File: config.mk
export PLATFORM = sky130hd
export DESIGN_NAME = byte_ring_fifo_with_frame_pop
export DESIGN_NICKNAME = d
export VERILOG_FILES = /design/src/brf_pkg.sv /design/src/brf_ram.sv /design/src/brf_ring_ptrs.sv /design/src/brf_out_reg.sv /design/src/byte_ring_fifo_with_frame_pop.sv
export SDC_FILE = /design/constraint.sdc
export NUM_CORES = 2
export LEC_CHECK = 0
export ABC_CLOCK_PERIOD_IN_PS = 5650
export BUFFER_PORTS_ARGS = -buffer_cell sky130_fd_sc_hd__buf_2
export CORE_MARGIN = 3
export CORE_UTILIZATION = 57
export CTS_CLUSTER_SIZE = 24
export DETAILED_ROUTE_END_ITERATION = 16
export GPL_ROUTABILITY_DRIVEN = 0
export PLACE_DENSITY = 0.76
export SYNTH_ARGS = -nofsm -noshare
export SYNTH_HDL_FRONTEND = slang
export SYNTH_SLANG_ARGS = --single-unit
export TNS_END_PERCENT = 1
File: constraint.sdc
create_clock -name clk -period 5.65 [get_ports clk]
set_clock_uncertainty 0.05 [all_clocks]
set_input_delay 0.8475 -clock clk [delete_from_list [all_inputs] [get_ports clk]]
set_output_delay 0.8475 -clock clk [all_outputs]
set_load 0.05 [all_outputs]
File: src/brf_pkg.sv
`timescale 1ns / 1ps
// ----------------------------------------------------------------------------
// brf_pkg
// Shared types, codes and defaults for the byte ring FIFO with frame pop.
// ----------------------------------------------------------------------------
package brf_pkg;

    localparam int DEPTH_DEF           = 256;
    localparam int MAX_FRAME_BYTES_DEF = 64;

    localparam int FILL_W = 16;

    localparam logic [7:0] HEADER_BYTE = 8'h7E;
    localparam logic [5:0] MAX_LEN_RST = 6'd58;

    localparam logic [1:0] OP_PUSH  = 2'd0;
    localparam logic [1:0] OP_POP   = 2'd1;
    localparam logic [1:0] OP_FRAME = 2'd2;
    localparam logic [1:0] OP_CLEAR = 2'd3;

    localparam logic [2:0] ST_OK    = 3'd0;
    localparam logic [2:0] ST_FULL  = 3'd1;
    localparam logic [2:0] ST_EMPTY = 3'd2;
    localparam logic [2:0] ST_SHORT = 3'd3;
    localparam logic [2:0] ST_LONG  = 3'd4;

    typedef struct packed {
        logic [1:0] opcode;
        logic [7:0] in_byte;
    } brf_req_t;

    typedef struct packed {
        logic [7:0] out_byte;
        logic [2:0] status;
        logic       last_byte;
        logic [7:0] fill_level;
    } brf_rsp_t;

    typedef struct packed {
        logic rd_inc;
        logic wr_inc;
        logic clear;
        logic drop_all;
    } brf_ptr_cmd_t;

    typedef struct packed {
        logic              empty;
        logic              full;
        logic [FILL_W-1:0] fill;
    } brf_ptr_stat_t;

    typedef enum logic [2:0] {
        S_IDLE,
        S_POP,
        S_SCAN_RD,
        S_SCAN_CHK,
        S_LO,
        S_HI,
        S_HDR,
        S_BODY
    } brf_state_t;

endpackage

File: src/brf_ram.sv
`timescale 1ns / 1ps
// ----------------------------------------------------------------------------
// brf_ram
// Byte store: one write port, one read port, registered read data.
// ----------------------------------------------------------------------------
module brf_ram import brf_pkg::*; #(
    parameter int DEPTH = DEPTH_DEF
) (
    input  logic                     clk,
    input  logic                     we,
    input  logic [$clog2(DEPTH)-1:0] wr_addr,
    input  logic [7:0]               wr_data,
    input  logic                     re,
    input  logic [$clog2(DEPTH)-1:0] rd_addr,
    output logic [7:0]               rd_data
);

    logic [7:0] store_mem [DEPTH];
    logic [7:0] rd_data_reg;

    always_ff @(posedge clk)
    begin
        if (we)
        begin
            store_mem[wr_addr] <= wr_data;
        end
    end

    // read data holds until the next read
    always_ff @(posedge clk)
    begin
        if (re)
        begin
            rd_data_reg <= store_mem[rd_addr];
        end
    end

    assign rd_data = rd_data_reg;

endmodule

File: src/brf_ring_ptrs.sv
`timescale 1ns / 1ps
// ----------------------------------------------------------------------------
// brf_ring_ptrs
// Read and write pointers of the ring, with fill level, empty and full.
// ----------------------------------------------------------------------------
module brf_ring_ptrs import brf_pkg::*; #(
    parameter int DEPTH = DEPTH_DEF
) (
    input  logic                     clk,
    input  logic                     rst_n,
    input  brf_ptr_cmd_t             cmd,
    output logic [$clog2(DEPTH)-1:0] rd_ptr,
    output logic [$clog2(DEPTH)-1:0] wr_ptr,
    output brf_ptr_stat_t            stat
);

    localparam int PTR_W = $clog2(DEPTH);
    localparam logic [PTR_W-1:0] LAST_PTR = PTR_W'(DEPTH - 1);
    localparam logic [PTR_W:0]   DEPTH_W  = (PTR_W + 1)'(DEPTH);

    logic [PTR_W-1:0] rd_ptr_reg, rd_ptr_next;
    logic [PTR_W-1:0] wr_ptr_reg, wr_ptr_next;
    logic [PTR_W-1:0] rd_inc_val, wr_inc_val;
    logic [PTR_W:0]   diff;

    assign rd_inc_val = (rd_ptr_reg == LAST_PTR) ? '0 : rd_ptr_reg + 1'b1;
    assign wr_inc_val = (wr_ptr_reg == LAST_PTR) ? '0 : wr_ptr_reg + 1'b1;

    always_comb
    begin
        rd_ptr_next = rd_ptr_reg;
        wr_ptr_next = wr_ptr_reg;
        if (cmd.clear)
        begin
            rd_ptr_next = '0;
            wr_ptr_next = '0;
        end
        else
        begin
            if (cmd.drop_all)
            begin
                rd_ptr_next = wr_ptr_reg;
            end
            else if (cmd.rd_inc)
            begin
                rd_ptr_next = rd_inc_val;
            end
            if (cmd.wr_inc)
            begin
                wr_ptr_next = wr_inc_val;
            end
        end
    end

    always_ff @(posedge clk or negedge rst_n)
    begin
        if (!rst_n)
        begin
            rd_ptr_reg <= '0;
            wr_ptr_reg <= '0;
        end
        else
        begin
            rd_ptr_reg <= rd_ptr_next;
            wr_ptr_reg <= wr_ptr_next;
        end
    end

    always_comb
    begin
        diff = {1'b0, wr_ptr_reg} - {1'b0, rd_ptr_reg};
        if (wr_ptr_reg < rd_ptr_reg)
        begin
            diff = diff + DEPTH_W;
        end
    end

    assign stat.fill  = FILL_W'(diff[PTR_W-1:0]);
    assign stat.empty = (rd_ptr_reg == wr_ptr_reg);
    assign stat.full  = (wr_inc_val == rd_ptr_reg);
    assign rd_ptr     = rd_ptr_reg;
    assign wr_ptr     = wr_ptr_reg;

endmodule

File: src/brf_out_reg.sv
`timescale 1ns / 1ps
// ----------------------------------------------------------------------------
// brf_out_reg
// Result holding register on the valid/stall output channel.
// ----------------------------------------------------------------------------
module brf_out_reg import brf_pkg::*; (
    input  logic     clk,
    input  logic     rst_n,
    input  logic     load,
    input  brf_rsp_t load_data,
    input  logic     rsp_stall,
    output logic     slot_free,
    output logic     rsp_valid,
    output brf_rsp_t rsp
);

    logic     valid_reg;
    brf_rsp_t data_reg;

    // slot can take a beat when empty or when the held beat leaves now
    assign slot_free = !valid_reg || !rsp_stall;

    always_ff @(posedge clk or negedge rst_n)
    begin
        if (!rst_n)
        begin
            valid_reg <= 1'b0;
        end
        else if (slot_free)
        begin
            valid_reg <= load;
        end
    end

    always_ff @(posedge clk)
    begin
        if (slot_free && load)
        begin
            data_reg <= load_data;
        end
    end

    assign rsp_valid = valid_reg;
    assign rsp       = data_reg;

endmodule

File: src/byte_ring_fifo_with_frame_pop.sv
`timescale 1ns / 1ps
// ----------------------------------------------------------------------------
// byte_ring_fifo_with_frame_pop
// Ring byte FIFO with push, pop, clear and framed pop over a byte store.
// ----------------------------------------------------------------------------
// Push and clear: result beat in the cycle after accept.
// Pop: the byte goes through the store's read register and is loaded in S_POP.
// Frame pop: bytes up to and including the header are scanned, the length bytes
// are taken, then one beat per cycle (header, length, body) unless stalled.
// One item at a time. Reset clears both pointers and sets max_body_len to 58;
// store contents are undefined until written.
module byte_ring_fifo_with_frame_pop import brf_pkg::*; #(
    parameter int DEPTH           = DEPTH_DEF,
    parameter int MAX_FRAME_BYTES = MAX_FRAME_BYTES_DEF
) (
    input  logic     clk,
    input  logic     rst_n,
    input  logic     req_valid,
    output logic     req_stall,
    input  brf_req_t req,
    output logic     rsp_valid,
    input  logic     rsp_stall,
    output brf_rsp_t rsp,
    input  logic     cfg_we,
    input  logic [5:0] cfg_wdata
);

    localparam int PTR_W = $clog2(DEPTH);
    localparam int CNT_W = $clog2(MAX_FRAME_BYTES);
    localparam logic [5:0] LEN_CAP = 6'(MAX_FRAME_BYTES - 6);

    brf_state_t state_reg, state_next;

    logic [5:0]       max_len_reg;
    logic [7:0]       lo_reg;
    logic [1:0]       hdr_idx_reg;
    logic [CNT_W-1:0] rem_reg;

    brf_ptr_cmd_t     ptr_cmd;
    brf_ptr_stat_t    ptr_stat;
    logic [PTR_W-1:0] rd_ptr, wr_ptr;
    logic [7:0]       rd_data;
    logic             mem_we, mem_re;

    logic     out_load, slot_free;
    brf_rsp_t out_item;

    logic        accept;
    logic        hdr_match;
    logic        few_left;
    logic [15:0] len_w;
    logic [5:0]  limit;
    logic        too_long, too_short;
    logic [FILL_W-1:0] fill_hdr;

    assign req_stall = (state_reg != S_IDLE) || !slot_free;
    assign accept    = req_valid && !req_stall;
    assign hdr_match = (rd_data == HEADER_BYTE);
    assign few_left  = (ptr_stat.fill < FILL_W'(2));
    assign len_w     = {rd_data, lo_reg};
    assign limit     = (max_len_reg > LEN_CAP) ? LEN_CAP : max_len_reg;
    assign too_long  = (len_w > {10'd0, limit});
    assign too_short = ({1'b0, ptr_stat.fill} < ({1'b0, len_w} + 17'd3));
    // header beat reports fill before both length bytes were taken
    assign fill_hdr  = ptr_stat.fill + FILL_W'(2'd2 - hdr_idx_reg);

    always_comb
    begin
        state_next = state_reg;
        case (state_reg)
            S_IDLE:
            begin
                if (accept)
                begin
                    if (req.opcode == OP_POP && !ptr_stat.empty)
                    begin
                        state_next = S_POP;
                    end
                    else if (req.opcode == OP_FRAME)
                    begin
                        state_next = S_SCAN_RD;
                    end
                end
            end
            S_POP:
            begin
                state_next = S_IDLE;
            end
            S_SCAN_RD:
            begin
                state_next = ptr_stat.empty ? S_IDLE : S_SCAN_CHK;
            end
            S_SCAN_CHK:
            begin
                if (hdr_match)
                begin
                    state_next = few_left ? S_IDLE : S_LO;
                end
                else
                begin
                    state_next = S_SCAN_RD;
                end
            end
            S_LO:
            begin
                state_next = S_HI;
            end
            S_HI:
            begin
                state_next = (too_long || too_short) ? S_IDLE : S_HDR;
            end
            S_HDR:
            begin
                if (slot_free && hdr_idx_reg == 2'd2)
                begin
                    state_next = S_BODY;
                end
            end
            S_BODY:
            begin
                if (slot_free && rem_reg == CNT_W'(1))
                begin
                    state_next = S_IDLE;
                end
            end
            default:
            begin
                state_next = S_IDLE;
            end
        endcase
    end

    always_comb
    begin
        ptr_cmd  = '0;
        mem_we   = 1'b0;
        mem_re   = 1'b0;
        out_load = 1'b0;
        out_item = '{out_byte: 8'd0, status: ST_OK, last_byte: 1'b1,
                     fill_level: ptr_stat.fill[7:0]};
        case (state_reg)
            S_IDLE:
            begin
                if (accept)
                begin
                    case (req.opcode)
                        OP_PUSH:
                        begin
                            out_load = 1'b1;
                            if (ptr_stat.full)
                            begin
                                out_item.status = ST_FULL;
                            end
                            else
                            begin
                                mem_we         = 1'b1;
                                ptr_cmd.wr_inc = 1'b1;
                                out_item.fill_level = 8'(ptr_stat.fill + 1'b1);
                            end
                        end
                        OP_POP:
                        begin
                            if (ptr_stat.empty)
                            begin
                                out_load        = 1'b1;
                                out_item.status = ST_EMPTY;
                            end
                            else
                            begin
                                mem_re         = 1'b1;
                                ptr_cmd.rd_inc = 1'b1;
                            end
                        end
                        OP_CLEAR:
                        begin
                            ptr_cmd.clear       = 1'b1;
                            out_load            = 1'b1;
                            out_item.fill_level = 8'd0;
                        end
                        default:
                        begin
                        end
                    endcase
                end
            end
            S_POP:
            begin
                out_load          = 1'b1;
                out_item.out_byte = rd_data;
            end
            S_SCAN_RD:
            begin
                if (ptr_stat.empty)
                begin
                    out_load        = 1'b1;
                    out_item.status = ST_EMPTY;
                end
                else
                begin
                    mem_re         = 1'b1;
                    ptr_cmd.rd_inc = 1'b1;
                end
            end
            S_SCAN_CHK:
            begin
                if (hdr_match)
                begin
                    if (few_left)
                    begin
                        ptr_cmd.drop_all    = 1'b1;
                        out_load            = 1'b1;
                        out_item.status     = ST_SHORT;
                        out_item.fill_level = 8'd0;
                    end
                    else
                    begin
                        mem_re         = 1'b1;
                        ptr_cmd.rd_inc = 1'b1;
                    end
                end
            end
            S_LO:
            begin
                mem_re         = 1'b1;
                ptr_cmd.rd_inc = 1'b1;
            end
            S_HI:
            begin
                if (too_long)
                begin
                    out_load        = 1'b1;
                    out_item.status = ST_LONG;
                end
                else if (too_short)
                begin
                    out_load        = 1'b1;
                    out_item.status = ST_SHORT;
                end
            end
            S_HDR:
            begin
                out_load             = slot_free;
                out_item.last_byte   = 1'b0;
                out_item.fill_level  = fill_hdr[7:0];
                case (hdr_idx_reg)
                    2'd0:    out_item.out_byte = HEADER_BYTE;
                    2'd1:    out_item.out_byte = lo_reg;
                    default: out_item.out_byte = rd_data;
                endcase
                // first body read goes out with the last length beat
                if (slot_free && hdr_idx_reg == 2'd2)
                begin
                    mem_re         = 1'b1;
                    ptr_cmd.rd_inc = 1'b1;
                end
            end
            S_BODY:
            begin
                out_load           = slot_free;
                out_item.out_byte  = rd_data;
                out_item.last_byte = (rem_reg == CNT_W'(1));
                if (slot_free && rem_reg != CNT_W'(1))
                begin
                    mem_re         = 1'b1;
                    ptr_cmd.rd_inc = 1'b1;
                end
            end
            default:
            begin
            end
        endcase
    end

    always_ff @(posedge clk or negedge rst_n)
    begin
        if (!rst_n)
        begin
            state_reg   <= S_IDLE;
            max_len_reg <= MAX_LEN_RST;
            hdr_idx_reg <= 2'd0;
            rem_reg     <= '0;
        end
        else
        begin
            state_reg <= state_next;
            if (cfg_we)
            begin
                max_len_reg <= cfg_wdata;
            end
            if (state_reg == S_HI)
            begin
                hdr_idx_reg <= 2'd0;
                rem_reg     <= CNT_W'(len_w + 16'd3);
            end
            else if (state_reg == S_HDR && slot_free)
            begin
                hdr_idx_reg <= hdr_idx_reg + 2'd1;
            end
            else if (state_reg == S_BODY && slot_free)
            begin
                rem_reg <= rem_reg - 1'b1;
            end
        end
    end

    // hi byte stays in the read register through the header beats
    always_ff @(posedge clk)
    begin
        if (state_reg == S_LO)
        begin
            lo_reg <= rd_data;
        end
    end

    brf_ring_ptrs #(
        .DEPTH (DEPTH)
    ) u_ptrs (
        .clk    (clk),
        .rst_n  (rst_n),
        .cmd    (ptr_cmd),
        .rd_ptr (rd_ptr),
        .wr_ptr (wr_ptr),
        .stat   (ptr_stat)
    );

    brf_ram #(
        .DEPTH (DEPTH)
    ) u_ram (
        .clk     (clk),
        .we      (mem_we),
        .wr_addr (wr_ptr),
        .wr_data (req.in_byte),
        .re      (mem_re),
        .rd_addr (rd_ptr),
        .rd_data (rd_data)
    );

    brf_out_reg u_out (
        .clk       (clk),
        .rst_n     (rst_n),
        .load      (out_load),
        .load_data (out_item),
        .rsp_stall (rsp_stall),
        .slot_free (slot_free),
        .rsp_valid (rsp_valid),
        .rsp       (rsp)
    );

endmodule

# ---- Word level (Yosys, flattened, before mapping)
# Memory sizes are Yosys's and may differ from the RTL's. A register that Yosys moved wholly into a read port is not among the register bits.
# Index checks and enable logic that the tools add are counted.
# Widths: inputs -> output; s select.
dict set report totals {
  regBits 62
  mem_bits_rw 2048
  wordCells 151
  in_bits 21
  mem_count 1
  output_inout_bits 22
}
dict set report op_classes {
  n_reduce_logical 29
  n_addsub 11
  n_lt_le_gt_ge 5
  mux 69
  eq_ne 24
}
# memory words word_bits read_ports rd_ports_with_merged_regs wr line_no
set mem_list {}
lappend mem_list {u_ram.store_mem 256 8 1 1 1 brf_ram.sv:18} ;# logic [7:0] store_mem [DEPTH];
# operator count
set op_table {}
lappend op_table {{$mux 8} 12}
lappend op_table {{$pmux 8 s2} 3}
lappend op_table {{$mux 3} 11}
lappend op_table {{$add 8x1->8 const B} 4}
lappend op_table {{$mux 6} 4}
lappend op_table {{$pmux 3 s8} 1}
lappend op_table {{$pmux 8 s3} 1}
lappend op_table {{$mux 1} 22}
lappend op_table {{$pmux 1 s6} 3}
lappend op_table {{$add 16x2->17 const B} 1}
lappend op_table {{$lt 8x17->1} 1}
lappend op_table {{$eq 8x8->1} 2}
lappend op_table {{$eq 8x8->1 const B} 2}
lappend op_table {{$gt 16x6->1} 1}
lappend op_table {{$mux 2} 8}
lappend op_table {{$eq 3x3->1 const B} 4}
lappend op_table {{$pmux 3 s4} 1}
lappend op_table {{$add 8x3->8} 1}
lappend op_table {{$eq 8x7->1 const B} 1}
lappend op_table {{$logic_and 1x1->1} 8}
lappend op_table {{$lt 8x2->1 const B} 1}
lappend op_table {{$lt 8x8->1} 1}
lappend op_table {{$ne 2x2->1 const B} 4}
lappend op_table {{$sub 8x8->8} 1}
lappend op_table {{other kinds (23)} 40}

# ---- Logic depth before layout (Yosys ltp)
dict set report depth {
  ltp_word 11
  depth_mapped 19
  mapped_depth_nobuf 17
}

# ---- Cells and area by module
# From an unflattened synthesis, not the netlist that was laid out.
dict set report unflattened {
  hier_cells 4353
  area_unflattened_um2 84990.3
}
# mod cells_per_inst instances area_per_inst_um2 seq_area_each_um2
set by_module_without_submodules {}
lappend by_module_without_submodules {brf_ram 3733 1 79636.4 61739.2}
lappend by_module_without_submodules {byte_ring_fifo_with_frame_pop 409 1 3160.5 670.6}
lappend by_module_without_submodules {brf_ring_ptrs 187 1 1545.2 400.4}
lappend by_module_without_submodules {brf_out_reg 24 1 648.1 625.6}

# ---- Least setup slack after synthesis
# No wires, ideal clock.
dict set report synth_timing {
  path_kind {reg2reg}
  startpoint {register u_ptrs.rd_ptr_reg[2] (netlist: u_ptrs.rd_ptr[2])}
  endpoint {register u_out.data_reg (netlist bit u_out.rsp[0]) (enable)}
  t_arrival_ps 5193
  stages_incl_launch_ff 19
  setup_time_ps 404
  required_time_ps 5196
  synth_period_minus_slack_ps 5647
  n_path_buf 4
  slack_ps 3
  path_cell_list {dfrtp_1 -> buf_2 -> inv_2 -> buf_2 -> clkbuf_1 -> clkbuf_1 -> ha_1 -> o21ai_0 -> a2111oi_0 -> a211oi_1 -> inv_1 -> ha_1 -> a2111o_1 -> a31oi_1 -> o21ai_0 -> o2111a_1 -> nand4_1 -> o21ai_0 -> a21oi_1}
}
dict set report synth_via {
  elab_chain_cells 8
  word_cells_on_any_way 16
  cone_classes {add/sub: 2; order compare: 3; eq/ne: 1; mux: 9; reduce/logical: 1}
}
# item line_no
set synth_lines {}
lappend synth_lines {{start, declared} brf_ring_ptrs.sv:21} ;# logic [PTR_W-1:0] rd_ptr_reg, rd_ptr_next;
lappend synth_lines {{start signal, assigned} brf_ring_ptrs.sv:64} ;# rd_ptr_reg <= rd_ptr_next;
lappend synth_lines {{$sub 8x8->8} brf_ring_ptrs.sv:71} ;# diff = {1'b0, wr_ptr_reg} - {1'b0, rd_ptr_reg};
lappend synth_lines {{$add 8x1->8} brf_ring_ptrs.sv:74} ;# diff = diff + DEPTH_W;
lappend synth_lines {{$mux 8} brf_ring_ptrs.sv:72} ;# if (wr_ptr_reg < rd_ptr_reg)
lappend synth_lines {{$lt 8x17->1 or $lt 8x2->1 (tied branches)} {byte_ring_fifo_with_frame_pop.sv:63, byte_ring_fifo_with_frame_pop.sv:59}}
lappend synth_lines {{$mux 1, on equally long branches} {byte_ring_fifo_with_frame_pop.sv:234, byte_ring_fifo_with_frame_pop.sv:208}}
lappend synth_lines {{$mux 1, on equally long branches} {byte_ring_fifo_with_frame_pop.sv:229, byte_ring_fifo_with_frame_pop.sv:206}}
lappend synth_lines {{$pmux 1 s6 (*)} byte_ring_fifo_with_frame_pop.sv:141} ;# case (state_reg)
lappend synth_lines {{$logic_and 1x1->1 (*)} brf_out_reg.sv:37} ;# if (slot_free && load)
lappend synth_lines {{end signal, assigned} brf_out_reg.sv:39} ;# data_reg <= load_data;
lappend synth_lines {{end, declared} brf_out_reg.sv:18} ;# brf_rsp_t data_reg;
# Every way passes the cells marked *; elsewhere a longest branch is shown, timed or not.
# A chain may end at the register's enable or synchronous reset.

# ---- Final worst setup path
dict set report layout_timing {
  startpoint {register u_ptrs.wr_ptr_reg[1] (netlist: u_ptrs.wr_ptr[1])}
  endpoint {memory u_ram.store_mem[117][5] (enable)}
}
dict set report layout_via {
  elab_chain_cells 9
  word_cells_on_any_way 10
  cone_classes {add/sub: 1; eq/ne: 2; mux: 7}
}
# item line_no
set layout_lines {}
lappend layout_lines {{start, declared} brf_ring_ptrs.sv:22} ;# logic [PTR_W-1:0] wr_ptr_reg, wr_ptr_next;
lappend layout_lines {{start signal, assigned} brf_ring_ptrs.sv:65} ;# wr_ptr_reg <= wr_ptr_next;
lappend layout_lines {{$add 8x1->8 or $eq 8x8->1 (tied branches)} brf_ring_ptrs.sv:27} ;# assign wr_inc_val = (wr_ptr_reg == LAST_PTR) ? '0 : wr_ptr_reg + 1'b1;
lappend layout_lines {{$mux 8} brf_ring_ptrs.sv:27}
lappend layout_lines {{$eq 8x8->1} brf_ring_ptrs.sv:80} ;# assign stat.full = (wr_inc_val == rd_ptr_reg);
lappend layout_lines {{$mux 1} byte_ring_fifo_with_frame_pop.sv:150} ;# if (ptr_stat.full)
lappend layout_lines {{$mux 1} byte_ring_fifo_with_frame_pop.sv:146} ;# case (req.opcode)
lappend layout_lines {{$mux 1} byte_ring_fifo_with_frame_pop.sv:144} ;# if (accept)
lappend layout_lines {{$mux 1} byte_ring_fifo_with_frame_pop.sv:141}
lappend layout_lines {{$mux 1} brf_ram.sv:23} ;# if (we)
lappend layout_lines {{$mux 1 (implied by the code)} brf_ram.sv:25} ;# store_mem[wr_addr] <= wr_data;
lappend layout_lines {{end, declared} brf_ram.sv:18}
# Several ways; a longest one is shown, not always the timed one.

==> run metrics <==
global-route wire length before repair 325,300 um; RSZ-0062 raised after global routing false; CTS tree built; top_reg_cell synth edfxtp_1; Post-synth ARST share 1.605%; worst-skew pair later-pin latency 0.84 ns; Critical Path RT 6.03 ns; Placement Setup Slack 1.036 ns; CTS clk-pin slew, worst paths 0.06 ns; Fin Hold WS 0.08162 ns; final non-filler cell total 6,624; max cap viols 1; Syn Inst Count 4,422; max-slew violation count 1; Critical Path Source Type flip-flop; GRT overflow 0; Synth Register Bits 2,118; # DRC 0; HP Class in2async; CTS resizes 0; Final WS setup 0.8268 ns; drt first-iter violations 7,968; Site Rows 141; Fmax 0.2073 GHz; Placed Cells 6,246; Final setup viols 0; Inserted Clock Buffers 200; PD cells 494.2 mW/mm^2; via count of the first global-routing pass 44,900; syn_nets 4,489; Setup CP Type reg2reg; total core area 0.1480 mm^2; Final Cycle Share 85.37%; number of synthesized flops with an enable pin 2,084; Avg Cell Area, Syn 19.23 um^2; Biggest register u_ram.store_mem; drt via density 6.983; Cell variety after synth 83; die extent in y 392.3 um; DP Wirelength 136,600 um; status finished, violations left; post-synthesis sequential area ratio 74.59%; crit path launch u_ptrs.wr_ptr[1]$_DFFE_PN0P_; worst r2r src u_ptrs.wr_ptr[1]$_DFFE_PN0P_; flip-flop count of the largest register after layout 2,048; CP Max Fanout 19; total wire length 225,700 um; setup bufs post-CTS 0; Hold Buf Count CTS 0; final hold viol count 0; IO Count 43; slew margin rel. -0.04933%; Final ANT Viol Nets 0; Area contributors post-synth edfxtp_1 (74%), mux4_2 (12%), mux2i_1 (2.2%); share of layout cells above drive strength 1 20.29%; # port buffers 42; Final Cell Area 0.09426 mm^2; Critical Path AT 5.21 ns; die area 0.1539 mm^2; Leakage 29.73 nW; minimum clock period 4.823 ns; Cell Area, Placed 0.08759 mm^2; maximum VDD drop 426.1 uV; failing checks capacitance limit, slew limit; GR Util All Layers 29.67%; Warnings, synthesis 0; Die Width 392.3 um; DR pass1 iterations 8; Root Buffer clkbuf_16; Netlist Area Pre-Place 0.08504 mm^2; pin count of the biggest net entering global routing 153; Crit. End Element flip-flop; CTS H-Tree Depth 4; routed len/inst 34.07 um; Initial Utilization 57.46%; final net count 4,585; # clock sinks 2,118; final core utilization 63.68%; Yosys top cell area share 73.59%; Yosys top cell by area edfxtp_1; Pwr Total 46.58 mW; Worst-Margin Slew 1.480 ns; Setup TNS 0 ns; initial antenna violation count 7; Vias 46,260; area grow syn2layout 10.84%; clk buf depth 3
[Yosys cell counts, drive strengths merged, types with 12 or more instances]
cell type,n
a211oi,35
a21oi,94
a22o,22
a22oi,93
a31oi,22
and3,15
buf,127
clkbuf,137
dfrtp,30
edfxtp,2084
ha,44
inv,44
mux2,12
mux2i,185
mux4,449
nand2,160
nand3,93
nand4,16
nor2,317
nor2b,17
nor3,30
nor4,19
o211ai,13
o21ai,78
o221ai,39
o22ai,39
xnor2,20
[cells in the final DEF (no fill, tap or decap), drive strengths merged, types with 12 or more instances in the layout]
master / Yosys / layout
edfxtp: 2084 / 2084
mux4: 449 / 449
nor2: 317 / 317
clkbuf: 137 / 254
mux2i: 185 / 185
nand2: 160 / 160
buf: 127 / 150
a21oi: 94 / 94
a22oi: 93 / 93
nand3: 93 / 93
clkinv: 2 / 92
o21ai: 78 / 78
inv: 44 / 51
ha: 44 / 44
o221ai: 39 / 39
o22ai: 39 / 39
a211oi: 35 / 35
nor3: 30 / 30
dfrtp: 30 / 30
bufinv: 0 / 24
a31oi: 22 / 22
a22o: 22 / 22
xnor2: 20 / 20
nor4: 19 / 19
nor2b: 17 / 17
nand4: 16 / 16
and3: 15 / 15
o211ai: 13 / 13
mux2: 12 / 12
[critical path: stages, from the launching register on]
cell and delay [ns]:
dfrtp_1 0.64, ha_1 0.26, buf_4 0.28, a31oi_1 0.15, a211o_1 0.30, a31o_2 0.21, o21a_1 0.18, a311oi_4 0.87
nand3b_2 0.68, nor2_1 0.77
[final timing paths]
check | to | slack [ns] | depth (start not counted)
setup / recovery | u_ram.store_mem[117][5]$_DFFE_PP_ | 0.83 | 9
hold / removal | max_len_reg[2]$_DFFE_PN0P_ | 0.08 | 1
setup reg to reg | u_ram.store_mem[117][5]$_DFFE_PP_ | 0.83 | 9
hold reg to reg | max_len_reg[0]$_DFFE_PN0P_ | 0.47 | 1
max in group asynchronous | u_ptrs.rd_ptr[1]$_DFFE_PN0P_ | 4.74 | 1
min in group clk | max_len_reg[4]$_DFFE_PN1P_ | 0.17 | 3
[area by class of cell]
cell class                      count  area (um^2)
Inverter                           46        175.2
Fill cell                        9512        53750
Sequential cell                  2118        63460
Antenna cell                        3        7.507
Timing Repair Buffer              158         1364
Clock buffer                      246         5283
Multi-Input combinational cell   1994        20180
Clock inverter                    129         1385
Tap cell                         1930         2415
[per-layer routing]
metal	global-route usage [%]	share of wire [%]	vias to the layer above
li1	-	-	18410
met1	41.30	36	23590
met2	44.21	46	3635
met3	8.218	13	624
met4	13.76	5.3	2
met5	0	0.0049	-
[power breakdown]
group | switching [mW] | total (mW) | internal, mW
clock network | 5.83 | 13.6 | 7.78
logic | 9.43 | 14.9 | 5.48
registers | 0.472 | 18.1 | 17.6
[cells by family (layout without fill, tap and decap cells)]
family / Yosys count / after routing / synth area share [%]
xor gates and xnor gates: 30 / 30 / 0.3252
AOI/OAI and AO/OA: 548 / 548 / 4.523
other: 0 / 3 / 0
DFF: 2118 / 2118 / 74.59
muxes: 646 / 646 / 14.23
buffers and inverters: 310 / 579 / 1.752
adders and majority gates: 46 / 46 / 0.6944
and+or+nand+nor: 724 / 724 / 3.886
No activity file was read; power rests on OpenSTA's default activity.
